==> src/design/trdor_pkg.sv <==
// Package for the torus dimension-order route walker
// Holds widths, register indexes, item structs, sequencer states and helpers
// No dependencies
`default_nettype none

package trdor_pkg;

  // geometry of the walk
  localparam int NUM_DIMS     = 5;
  localparam int MAX_DIM_SIZE = 16;
  localparam int LAST_DIM_CAP = 4;
  localparam int COORD_W      = $clog2(MAX_DIM_SIZE);
  localparam int SIZE_W       = COORD_W + 1;
  localparam int DIM_W        = 3;
  localparam int IDX_W        = 6;
  localparam int ORDER_W      = NUM_DIMS * DIM_W;
  localparam logic [IDX_W-1:0] MAX_HOPS = 6'd63;

  // configuration port
  localparam int ADDR_W = 5;
  localparam int DATA_W = 32;

  localparam logic [2:0] REG_DIM0_SIZE  = 3'd0;
  localparam logic [2:0] REG_DIM1_SIZE  = 3'd1;
  localparam logic [2:0] REG_DIM2_SIZE  = 3'd2;
  localparam logic [2:0] REG_DIM3_SIZE  = 3'd3;
  localparam logic [2:0] REG_DIM4_SIZE  = 3'd4;
  localparam logic [2:0] REG_WRAP_MASK  = 3'd5;
  localparam logic [2:0] REG_WALK_ORDER = 3'd6;

  // register reset values
  localparam logic [4:0]         DIM_SIZE_RST   = 5'd4;
  localparam logic [2:0]         DIM4_SIZE_RST  = 3'd2;
  localparam logic [4:0]         WRAP_MASK_RST  = 5'd31;
  localparam logic [ORDER_W-1:0] WALK_ORDER_RST = 15'd18056;

  // request item: source and destination node
  typedef struct packed {
    logic [3:0] src_c0;
    logic [3:0] src_c1;
    logic [3:0] src_c2;
    logic [3:0] src_c3;
    logic [1:0] src_c4;
    logic [3:0] dst_c0;
    logic [3:0] dst_c1;
    logic [3:0] dst_c2;
    logic [3:0] dst_c3;
    logic [1:0] dst_c4;
  } route_req_t;

  // result item: one hop
  typedef struct packed {
    logic [3:0]       hop_c0;
    logic [3:0]       hop_c1;
    logic [3:0]       hop_c2;
    logic [3:0]       hop_c3;
    logic [1:0]       hop_c4;
    logic [IDX_W-1:0] hop_index;
    logic [DIM_W-1:0] hop_dim;
    logic             last_hop;
  } route_hop_t;

  // plan for one dimension
  typedef struct packed {
    logic [COORD_W-1:0] hops;
    logic               plus;
  } dim_plan_t;

  // sequencer states
  typedef enum logic [3:0] {
    ST_IDLE  = 4'b0001,
    ST_SETUP = 4'b0010,
    ST_DIM   = 4'b0100,
    ST_STEP  = 4'b1000
  } seq_state_t;

  // clamp a size register into 1..cap
  function automatic logic [SIZE_W-1:0] eff_size(input logic [SIZE_W-1:0] v,
                                                 input logic [SIZE_W-1:0] cap);
    logic [SIZE_W-1:0] r;
    r = v;
    if (r == '0) r = SIZE_W'(1);
    if (r > cap) r = cap;
    return r;
  endfunction

  // saturate a coordinate to size minus one
  function automatic logic [COORD_W-1:0] sat_coord(input logic [COORD_W-1:0] c,
                                                   input logic [SIZE_W-1:0]  size);
    logic [SIZE_W-1:0] lim;
    lim = size - SIZE_W'(1);
    return ({1'b0, c} >= size) ? lim[COORD_W-1:0] : c;
  endfunction

endpackage

`default_nettype wire

==> src/design/trdor_plan.sv <==
// Per-dimension planner: hop count and direction for one walk entry
// Depends on trdor_pkg
`default_nettype none

module trdor_plan
  import trdor_pkg::*;
(
  input  logic [COORD_W-1:0] src,
  input  logic [COORD_W-1:0] dst,
  input  logic [SIZE_W-1:0]  size,
  input  logic               torus,
  output dim_plan_t          plan
);

  logic [COORD_W-1:0] diff;
  logic [SIZE_W-1:0]  diff_w;
  logic [SIZE_W-1:0]  alt;
  logic [SIZE_W-1:0]  twice;

  // distance the straight way and the way around
  assign diff   = (dst >= src) ? (dst - src) : (src - dst);
  assign diff_w = {1'b0, diff};
  assign alt    = size - diff_w;
  assign twice  = {diff, 1'b0};

  // shorter way in a torus, half-way tie by source parity
  always_comb begin
    plan.hops = diff;
    plan.plus = (dst > src);
    if (torus) begin
      if (alt < diff_w) plan.hops = alt[COORD_W-1:0];
      if (twice > size)      plan.plus = (dst < src);
      else if (twice < size) plan.plus = (dst > src);
      else                   plan.plus = ~src[0];
    end
  end

endmodule

`default_nettype wire

==> src/design/trdor_step.sv <==
// Shared hop stepper: moves one coordinate by one node, wrapping in a torus
// Depends on trdor_pkg
`default_nettype none

module trdor_step
  import trdor_pkg::*;
(
  input  logic [COORD_W-1:0] pos,
  input  logic [SIZE_W-1:0]  size,
  input  logic               plus,
  input  logic               torus,
  output logic [COORD_W-1:0] pos_next
);

  logic [SIZE_W-1:0] inc;
  logic [SIZE_W-1:0] top;

  assign inc = {1'b0, pos} + SIZE_W'(1);
  assign top = size - SIZE_W'(1);

  // one step up or down, wrapping at the ends of a torus ring
  always_comb begin
    if (plus) begin
      if (torus && inc == size) pos_next = '0;
      else                      pos_next = inc[COORD_W-1:0];
    end else begin
      if (torus && pos == '0) pos_next = top[COORD_W-1:0];
      else                    pos_next = pos - COORD_W'(1);
    end
  end

endmodule

`default_nettype wire

==> src/design/torus_dimension_order_route.sv <==
// Sequence: accept, a setup state, then per walk entry a planning state and,
// for a walked dimension, a step state for each hop and then a closing step.
// One hop leaves per cycle while the output register is not stalled.
// Throughput: one item at a time; the next item is taken once the walk ends,
// while the last hop may still wait in the output register.
// Reset: rst is synchronous, active high; registers return to 4,4,4,4,2 / 31 / 18056.
`default_nettype none

module torus_dimension_order_route
  import trdor_pkg::*;
(
  input  logic              clk,
  input  logic              rst,
  // request channel
  input  logic              req_valid,
  output logic              req_ready,
  input  route_req_t        req_data,
  // hop channel
  output logic              hop_valid,
  input  logic              hop_ready,
  output route_hop_t        hop_data,
  // configuration port
  input  logic              psel,
  input  logic              penable,
  input  logic              pwrite,
  input  logic [ADDR_W-1:0] paddr,
  input  logic [DATA_W-1:0] pwdata,
  output logic [DATA_W-1:0] prdata,
  output logic              pready
);

  // configuration registers
  logic [4:0]         dim0_size, dim1_size, dim2_size, dim3_size;
  logic [2:0]         dim4_size;
  logic [4:0]         wrap_mask;
  logic [ORDER_W-1:0] walk_order;

  logic               cfg_wr;
  logic [2:0]         cfg_idx;

  // sequencer and walk state
  seq_state_t         state, state_next;
  route_req_t         req_q;
  logic [COORD_W-1:0] src_s [NUM_DIMS];
  logic [COORD_W-1:0] dst_s [NUM_DIMS];
  logic [COORD_W-1:0] pos   [NUM_DIMS];
  logic [DIM_W-1:0]   order_step;
  logic [NUM_DIMS-1:0] used;
  logic [DIM_W-1:0]   cur_dim;
  logic               cur_plus;
  logic               cur_torus;
  logic [COORD_W-1:0] hops_left;
  logic [IDX_W-1:0]   hop_count;

  // derived signals
  logic [SIZE_W-1:0]  size  [NUM_DIMS];
  logic [COORD_W-1:0] src_raw [NUM_DIMS];
  logic [COORD_W-1:0] dst_raw [NUM_DIMS];
  logic [DIM_W-1:0]   entry_dim;
  logic               entry_ok;
  logic [DIM_W-1:0]   plan_dim;
  dim_plan_t          plan;
  logic [COORD_W-1:0] step_pos;
  logic [COORD_W-1:0] new_pos [NUM_DIMS];
  logic               at_dst;
  logic               emit;
  logic               step_done;
  logic               last_entry;

  // apb write decode and read mux
  assign pready  = 1'b1;
  assign cfg_wr  = psel && penable && pwrite && pready;
  assign cfg_idx = paddr[4:2];

  always_comb begin
    unique case (cfg_idx)
      REG_DIM0_SIZE:  prdata = DATA_W'(dim0_size);
      REG_DIM1_SIZE:  prdata = DATA_W'(dim1_size);
      REG_DIM2_SIZE:  prdata = DATA_W'(dim2_size);
      REG_DIM3_SIZE:  prdata = DATA_W'(dim3_size);
      REG_DIM4_SIZE:  prdata = DATA_W'(dim4_size);
      REG_WRAP_MASK:  prdata = DATA_W'(wrap_mask);
      REG_WALK_ORDER: prdata = DATA_W'(walk_order);
      default:        prdata = '0;
    endcase
  end

  always_ff @(posedge clk) begin
    if (rst) begin
      dim0_size  <= DIM_SIZE_RST;
      dim1_size  <= DIM_SIZE_RST;
      dim2_size  <= DIM_SIZE_RST;
      dim3_size  <= DIM_SIZE_RST;
      dim4_size  <= DIM4_SIZE_RST;
      wrap_mask  <= WRAP_MASK_RST;
      walk_order <= WALK_ORDER_RST;
    end else if (cfg_wr) begin
      unique case (cfg_idx)
        REG_DIM0_SIZE:  dim0_size  <= pwdata[4:0];
        REG_DIM1_SIZE:  dim1_size  <= pwdata[4:0];
        REG_DIM2_SIZE:  dim2_size  <= pwdata[4:0];
        REG_DIM3_SIZE:  dim3_size  <= pwdata[4:0];
        REG_DIM4_SIZE:  dim4_size  <= pwdata[2:0];
        REG_WRAP_MASK:  wrap_mask  <= pwdata[4:0];
        REG_WALK_ORDER: walk_order <= pwdata[ORDER_W-1:0];
        default: ;
      endcase
    end
  end

  // effective sizes
  assign size[0] = eff_size(dim0_size, SIZE_W'(MAX_DIM_SIZE));
  assign size[1] = eff_size(dim1_size, SIZE_W'(MAX_DIM_SIZE));
  assign size[2] = eff_size(dim2_size, SIZE_W'(MAX_DIM_SIZE));
  assign size[3] = eff_size(dim3_size, SIZE_W'(MAX_DIM_SIZE));
  assign size[4] = eff_size({2'b00, dim4_size}, SIZE_W'(LAST_DIM_CAP));

  // unpack the held request
  assign src_raw[0] = req_q.src_c0;
  assign src_raw[1] = req_q.src_c1;
  assign src_raw[2] = req_q.src_c2;
  assign src_raw[3] = req_q.src_c3;
  assign src_raw[4] = {2'b00, req_q.src_c4};
  assign dst_raw[0] = req_q.dst_c0;
  assign dst_raw[1] = req_q.dst_c1;
  assign dst_raw[2] = req_q.dst_c2;
  assign dst_raw[3] = req_q.dst_c3;
  assign dst_raw[4] = {2'b00, req_q.dst_c4};

  // current walk entry; unknown or repeated dimensions are skipped
  assign entry_dim  = walk_order[DIM_W*order_step +: DIM_W];
  assign entry_ok   = (entry_dim < DIM_W'(NUM_DIMS)) && !used[entry_dim];
  assign plan_dim   = entry_ok ? entry_dim : '0;
  assign last_entry = (order_step == DIM_W'(NUM_DIMS - 1));

  trdor_plan u_plan (
    .src   (src_s[plan_dim]),
    .dst   (dst_s[plan_dim]),
    .size  (size[plan_dim]),
    .torus (wrap_mask[plan_dim]),
    .plan  (plan)
  );

  trdor_step u_step (
    .pos      (pos[cur_dim]),
    .size     (size[cur_dim]),
    .plus     (cur_plus),
    .torus    (cur_torus),
    .pos_next (step_pos)
  );

  // position after this hop and destination check
  always_comb begin
    at_dst = 1'b1;
    for (int d = 0; d < NUM_DIMS; d++) begin
      new_pos[d] = (cur_dim == DIM_W'(d)) ? step_pos : pos[d];
      if (new_pos[d] != dst_s[d]) at_dst = 1'b0;
    end
  end

  assign step_done = (hops_left == '0) || (hop_count == MAX_HOPS);
  assign emit      = (state == ST_STEP) && !step_done && (!hop_valid || hop_ready);
  assign req_ready = (state == ST_IDLE);

  // next state
  always_comb begin
    state_next = state;
    unique case (state)
      ST_IDLE:  if (req_valid) state_next = ST_SETUP;
      ST_SETUP: state_next = ST_DIM;
      ST_DIM: begin
        if (entry_ok)        state_next = ST_STEP;
        else if (last_entry) state_next = ST_IDLE;
      end
      ST_STEP: begin
        if (step_done) state_next = last_entry ? ST_IDLE : ST_DIM;
      end
      default: state_next = ST_IDLE;
    endcase
  end

  // walk registers
  always_ff @(posedge clk) begin
    if (rst) begin
      state      <= ST_IDLE;
      order_step <= '0;
      used       <= '0;
      hops_left  <= '0;
      hop_count  <= '0;
      cur_dim    <= '0;
      cur_plus   <= 1'b0;
      cur_torus  <= 1'b0;
      for (int d = 0; d < NUM_DIMS; d++) pos[d] <= '0;
    end else begin
      state <= state_next;
      unique case (state)
        ST_IDLE: begin
          if (req_valid) req_q <= req_data;
        end
        ST_SETUP: begin
          for (int d = 0; d < NUM_DIMS; d++) begin
            src_s[d] <= sat_coord(src_raw[d], size[d]);
            dst_s[d] <= sat_coord(dst_raw[d], size[d]);
            pos[d]   <= sat_coord(src_raw[d], size[d]);
          end
          order_step <= '0;
          used       <= '0;
          hop_count  <= '0;
          hops_left  <= '0;
        end
        ST_DIM: begin
          if (entry_ok) begin
            used[plan_dim] <= 1'b1;
            cur_dim        <= plan_dim;
            cur_plus       <= plan.plus;
            cur_torus      <= wrap_mask[plan_dim];
            hops_left      <= plan.hops;
          end else if (!last_entry) begin
            order_step <= order_step + DIM_W'(1);
          end
        end
        ST_STEP: begin
          if (emit) begin
            pos[cur_dim] <= step_pos;
            hops_left    <= hops_left - COORD_W'(1);
            hop_count    <= hop_count + IDX_W'(1);
          end else if (step_done) begin
            hops_left <= '0;
            if (!last_entry) order_step <= order_step + DIM_W'(1);
          end
        end
        default: ;
      endcase
    end
  end

  // output register
  always_ff @(posedge clk) begin
    if (rst) begin
      hop_valid <= 1'b0;
    end else if (emit) begin
      hop_valid <= 1'b1;
    end else if (hop_ready) begin
      hop_valid <= 1'b0;
    end
  end

  always_ff @(posedge clk) begin
    if (emit) begin
      hop_data.hop_c0    <= new_pos[0];
      hop_data.hop_c1    <= new_pos[1];
      hop_data.hop_c2    <= new_pos[2];
      hop_data.hop_c3    <= new_pos[3];
      hop_data.hop_c4    <= new_pos[4][1:0];
      hop_data.hop_index <= hop_count + IDX_W'(1);
      hop_data.hop_dim   <= cur_dim;
      hop_data.last_hop  <= at_dst;
    end
  end

endmodule

`default_nettype wire

==> config.mk <==
export PLATFORM = sky130hd
export DESIGN_NAME = torus_dimension_order_route
export DESIGN_NICKNAME = d
export VERILOG_FILES = /design/src/design/trdor_pkg.sv /design/src/design/trdor_plan.sv /design/src/design/trdor_step.sv /design/src/design/torus_dimension_order_route.sv
export SDC_FILE = /design/constraint.sdc
export NUM_CORES = 1
export LEC_CHECK = 0
export BUFFER_PORTS_ARGS = -buffer_cell sky130_fd_sc_hd__buf_2
export CELL_PAD_IN_SITES_DETAIL_PLACEMENT = 1
export CELL_PAD_IN_SITES_GLOBAL_PLACEMENT = 2
export CORE_MARGIN = 2
export CORE_UTILIZATION = 41
export DETAILED_ROUTE_END_ITERATION = 8
export GPL_ROUTABILITY_DRIVEN = 0
export PLACE_DENSITY = 0.91
export SYNTH_ARGS = -nofsm -noshare
export SYNTH_HDL_FRONTEND = slang
export SYNTH_SLANG_ARGS = --single-unit
==> constraint.sdc <==
create_clock -name clk -period 13.8 [get_ports clk]
set_clock_uncertainty 0.15 [all_clocks]
set_input_delay 2.76 -clock clk [delete_from_list [all_inputs] [get_ports clk]]
set_output_delay 2.76 -clock clk [all_outputs]
set_load 0.1 [all_outputs]
# Word-level counts from Yosys, hierarchy flattened
# Memories as Yosys holds them, arrays and structs flattened. A register that Yosys moved wholly into a read port is not among the register bits.
# Index checks and enable logic that the tools add are counted.
# W data, S select, Z words.
# totals
regBits	135
mem_bits_rw	60
inputBits	80
out_inout_bits	63
elab_cells	250
memories	3
# classes
add_sub_neg	14
mul	1
order_cmp	27
eq_ne	30
n_shift	1
n_mux	88
bitwise	10
reduce_logical	42
# mem_list
name	depth	word_bits	rd	rd_ports_with_merged_regs	wr	line_no	rtl
dst_s	5	4	6	0	5	torus_dimension_order_route.sv:45	logic [COORD_W-1:0] dst_s [NUM_DIMS];
pos	5	4	6	1	5	torus_dimension_order_route.sv:46	logic [COORD_W-1:0] pos [NUM_DIMS];
src_s	5	4	1	0	5	torus_dimension_order_route.sv:44	logic [COORD_W-1:0] src_s [NUM_DIMS];
# op_table
op	n
$mux W4	33
$pmux W15 S7	1
$mux W5	14
$ge A4 B5 Y1	8
$mux W3	11
$sub A4 B1 Y4 const B	8
$bmux W5 S3	2
$gt A5 B5 Y1 const B	4
$logic_not A5 Y1	4
$ne A4 B4 Y1	5
$reduce_and A2 Y1	10
$mux W1	18
$pmux W4 S4	1
$eq A3 B3 Y1 const B	5
$shiftx A15 B6 Y3	1
$eq A3 B2 Y1 const B	4
$ne A2 B2 Y1 const B	6
$pmux W4 S3	1
$pmux W6 S2	1
$ge A2 B5 Y1	2
$pmux W5 S2	1
$logic_not A3 Y1	3
$pmux W3 S3	1
$reduce_and A3 Y1	3
40 further kinds	66

# Longest topological paths before layout
# logic_depth
ltp_word	17
depth_mapped	31
mapped_depth_nobuf	28

# Cells and area by module
# From an unflattened synthesis, not the netlist that was laid out.
# hier_totals
cells_unflattened	1140
hier_area_um2	12182.9
# by_module_without_submodules
mod	instances	cells_per_inst	area_per_inst_um2	seq_area_each_um2
torus_dimension_order_route	1	999	11080.6	5565.3
trdor_plan	1	89	732.0	0.0
trdor_step	1	52	370.4	0.0

# Worst setup path before layout
# OpenSTA, ideal clock, no wires.
# synth_timing
kind	in2out
from	in paddr[2]
to	out prdata[4]
arrival_time_ns	5.674
required_ns	10.890
path_slack_ns	5.216
stages	6
path_buffers	2
path_cell_list	clkbuf_1 buf_1 mux2i_1 nor2_1 a21oi_1 o21ai_0
# synth_between
elab_chain_len	2
# synth_rtl
item	line_no	rtl
start, declared	torus_dimension_order_route.sv:26	input logic [ADDR_W-1:0] paddr,
$eq A3 B3 Y1, or another cell as far along	torus_dimension_order_route.sv:76	unique case (cfg_idx)
$pmux W15 S7 *	torus_dimension_order_route.sv:76	
end, declared	torus_dimension_order_route.sv:28	output logic [DATA_W-1:0] prdata,
# Mark *: on every way between the ends. The rest lies on a longest branch, timed or not.

# Worst setup path in the final report
# layout_timing
from	reg order_step[0]
to	reg hops_left[0]
# layout_between
elab_chain_len	17
# layout_rtl
item	line_no	rtl
start, declared	torus_dimension_order_route.sv:47	logic [DIM_W-1:0] order_step;
start signal, assigned	torus_dimension_order_route.sv:219	order_step <= order_step + DIM_W'(1);
start signal, assigned	torus_dimension_order_route.sv:229	if (!last_entry) order_step <= order_step + DIM_W'(1);
$mul A2 B3 Y5 *	torus_dimension_order_route.sv:131	assign entry_dim = walk_order[DIM_W*order_step +: DIM_W];
$shiftx A15 B6 Y3 *	torus_dimension_order_route.sv:131	
parallel branches: the longest is 15 deep, another holds $sub A5 B4 Y5	n/a	
end signal, assigned	torus_dimension_order_route.sv:217	hops_left <= plan.hops;
end signal, assigned	torus_dimension_order_route.sv:225	hops_left <= hops_left - COORD_W'(1);
end, declared	torus_dimension_order_route.sv:52	logic [COORD_W-1:0] hops_left;
# Mark *: on every way between the ends. The select of a mux whose other input is x is not followed.
# A chain may end at the register's enable or synchronous reset.

==> out/summary.txt <==
SYNTH
--------------------------------------------------------------------------------------
Syn. warnings                                                                        0
Top flip-flop cell by instance count after synthesis                      sky130_fd_sc_hd__edfxtp_1
Commonest cells post-synth                                                146 x sky130_fd_sc_hd__nand2_1, 136 x sky130_fd_sc_hd__edfxtp_1, 110 x sky130_fd_sc_hd__nor2_1
Number of unique standard cell types used by synthesis                              83
Most used standard cell by instance count after synthesis                 sky130_fd_sc_hd__nand2_1
Count of flip-flops with a built-in enable after synthesis                         136
Area share of the leading cell type in the synthesized netlist                   33.3%
Area of the mapped netlist                                                   12300 um2
Mean instance size in the synthesized netlist                                 9.98 um2
Cell count after synthesis                                                        1230
Share of flip-flops with an asynchronous set or reset                               0%
Synth Register Bits                                                                210
Library cell with the largest summed area after synthesis                 sky130_fd_sc_hd__edfxtp_1
Synth top area cells                                                      sky130_fd_sc_hd__edfxtp_1 33%, sky130_fd_sc_hd__dfxtp_1 12%, sky130_fd_sc_hd__ha_1 6.8%
Fraction of the yosys area taken by sequential cells                             45.3%

FLOORPLAN
--------------------------------------------------------------------------------------
Width of the die                                                                177 um
Initial core utilization                                                         41.5%
CORE AREA                                                                    29600 um2
DIE AREA                                                                     31400 um2
Row count                                                                           63
Overall die height                                                              177 um
I/O pin total                                                                      143

STA
--------------------------------------------------------------------------------------
RSZ-0062 raised after global routing                                                no
Part of the cycle the worst path needs                                           56.6%
Sum Neg Setup Slack                                                               0 ns
Final number of setup-violating endpoints                                            0
Minimum period implied by the final worst setup slack                          7.81 ns
Pins over their slew limit                                                           0
Worst Max-Slew Pin Slew                                                        1.08 ns
Final count of hold timing violations                                                0
Max_slew headroom                                                                27.0%
Upper clock frequency limit                                                    128 MHz

PWR
--------------------------------------------------------------------------------------
Switching share of power                                                         26.0%
Pwr/cell area                                                               109 nW/um2
Internal power consumption                                                   0.00113 W
Clock network power share                                                        43.7%
Combinational fraction of design power                                           10.8%
Lkg Pwr                                                                        5.56 nW
Sequential Power Share                                                           45.4%
Highest ir drop seen on vdd                                                0.0000903 V
P_sw                                                                        0.000396 W

FINAL LAYOUT
--------------------------------------------------------------------------------------
N_diodes                                                                             0
Final design area excluding fillers                                          13900 um2
Area overhead of the layout relative to synthesis                                13.5%
Nets                                                                              1469
Total of fill cells in the finished design                                        3297
Share of layout cells above drive strength 1                                     16.4%

CRITICAL PATH
--------------------------------------------------------------------------------------
Critical Path Max Stage Delay                                                  0.80 ns
WP data required                                                              14.04 ns
Type of destination of the critical path                                          flop
Crit-path slowest cell                                                    sky130_fd_sc_hd__nor2_1
Biggest fanout along the worst timing path                                          11
Data arrival at the endpoint of the critical path                              8.05 ns
Kind of critical path                                                          reg2reg
Critical Path Start Type                                                          flop
CP dominant cell by count                                                 sky130_fd_sc_hd__inv_1

GRT
--------------------------------------------------------------------------------------
Wire length of the first global-routing pass                                   58.2 mm
Maximum number of pins on one net before global-route repair                        72
All-layer global routing usage                                                   24.0%
Global route total overflow                                                          0
Antenna violations before repair                                                     0
Number of global-route vias before repair                                        10100

CTS
--------------------------------------------------------------------------------------
TritonCTS buffer count                                                              26
Clock H-tree levels                                                                  1
Post-cts resize count                                                                0
Setup fix buffers added after clock tree synthesis                                   0
Clock slew at the register clock pins of the worst setup and hold paths        0.06 ns
CTS tree                                                                          done
Hold_buf cts                                                                         0
Deepest clock path buffer count                                                      3
CTS Root Cell                                                             sky130_fd_sc_hd__clkbuf_16
Sink Count                                                                         210
Clock latency on the worst-skew pair                                           0.53 ns

ROUTE
--------------------------------------------------------------------------------------
Remaining antenna violation count                                                    0
Final WL                                                                       37.4 mm
Number of vias in the routed layout                                               9950
Initial DRT Pass Iterations                                                          7
Wire length per cell after detailed routing                                    21.6 um
Number of remaining DRC errors                                                       0
Detailed-route vias per instance                                                  5.75
Violation count after the first detailed-routing iteration                         779

JOB
--------------------------------------------------------------------------------------
Number of maximum-capacitance violations                                             0

STATUS
--------------------------------------------------------------------------------------
Run status                                                                   completed

PLACE
--------------------------------------------------------------------------------------
Buffers on Ports                                                                   105
HPWL after DPL                                                                 28.2 mm
Instance area after placement                                                13100 um2

HOLD PATH
--------------------------------------------------------------------------------------
Hold/Removal Path Class                                                        reg2reg

## metal layers
layer	vias up	global-route usage, %	share of wire, %
met5	-	0	0
met4	0	7.99	3.1
met3	70	3.61	6.4
met2	352	39.8	48
met1	4946	32.0	43
li1	4582	-	-
## power groups by stage
stage / Clock (W) / Sequential [W] / Combinational [W]
after floorplan: 0 / 0.000700 / 0.000126
after global placement: 0 / 0.000704 / 0.000158
after detailed placement: 0 / 0.000705 / 0.000164
after CTS: 0.000680 / 0.000692 / 0.000166
after global routing: 0.000705 / 0.000693 / 0.000181
final: 0.000666 / 0.000692 / 0.000165
## flip-flops by register name, indices dropped and copies added, names as in the netlist, 6 cells and up, named ones only
register    count
dst_raw        18
dst_s          20
hop_count       6
hop_data       28
pos            32
req_q          18
src_s          20
walk_order     15
## cell families after synthesis
kind of cell	count (synthesis)	share of synthesized area [%]
AND/OR/NAND/NOR	399	15.5
XOR/XNOR	49	3.49
flip-flops	210	45.3
multiplexers	80	8.26
adder cells (fa/ha/maj)	70	7.32
other	2	0.0612
AO/OA/AOI/OAI	274	14.9
buffers and inverters	146	5.16
## worst max-delay path, delay by kind of cell (launching register included)
kind	cells	cell delay, ns
buf+inv	4	0.32
simple gates	9	2.40
mux	5	1.90
flops	1	0.60
fa+ha+maj	4	1.22
compound gates	6	1.06
## final timing paths
path / from / end / slack (ns) / cells past startpoint
max: order_step[0] / hops_left[0] / 5.99 / 28
min: walk_order[11] / walk_order[11] / 0.32 / 2
max reg2reg: order_step[0] / hops_left[0] / 5.99 / 28
min reg2reg: walk_order[11] / walk_order[11] / 0.32 / 2
## layout make-up
type / instances / area [um2] / share of cell area, %
Inverter: 72 / 270 / 1.94
Sequential cell: 210 / 5570 / 39.9
Clock inverter: 14 / 108 / 0.772
Clock buffer: 34 / 732 / 5.25
Tap cell: 390 / 488 / 3.50
Multi-Input combinational cell: 892 / 6160 / 44.2
Timing Repair Buffer: 117 / 616 / 4.42
## cells in the final DEF (no fill, tap or decap), types with 16 or more instances in the layout
master                        n
sky130_fd_sc_hd__a21o_1      25
sky130_fd_sc_hd__a21oi_1     57
sky130_fd_sc_hd__and3_1      16
sky130_fd_sc_hd__buf_2      105
sky130_fd_sc_hd__clkbuf_16   27
sky130_fd_sc_hd__conb_1      20
sky130_fd_sc_hd__dfxtp_1     74
sky130_fd_sc_hd__edfxtp_1   136
sky130_fd_sc_hd__ha_1        67
sky130_fd_sc_hd__inv_1       69
sky130_fd_sc_hd__mux2_2      24
sky130_fd_sc_hd__mux2i_1     40
sky130_fd_sc_hd__nand2_1    146
sky130_fd_sc_hd__nand2b_1    26
sky130_fd_sc_hd__nor2_1     110
sky130_fd_sc_hd__nor2b_1     20
sky130_fd_sc_hd__nor3_1      17
sky130_fd_sc_hd__o21ai_0     74
sky130_fd_sc_hd__xnor2_1     29
sky130_fd_sc_hd__xor2_1      20
## stage by stage
stage / std cells / hold WS (ns) / total power [W] / setup WS, ns / utilization (%)
global placement: 1681 / 0.307 / 0.000862 / 6.06 / 44.3
floorplan: 1248 / 0.253 / 0.000827 / 5.22 / -
detailed placement: 1681 / 0.313 / 0.000869 / 6.02 / 44.3
global route: 1729 / 0.340 / 0.00158 / 5.44 / 47.2
CTS: 1729 / 0.321 / 0.00154 / 5.97 / 47.2
finish: 1729 / 0.318 / 0.00152 / 5.99 / 47.2
(Power assumes the default switching activity.)
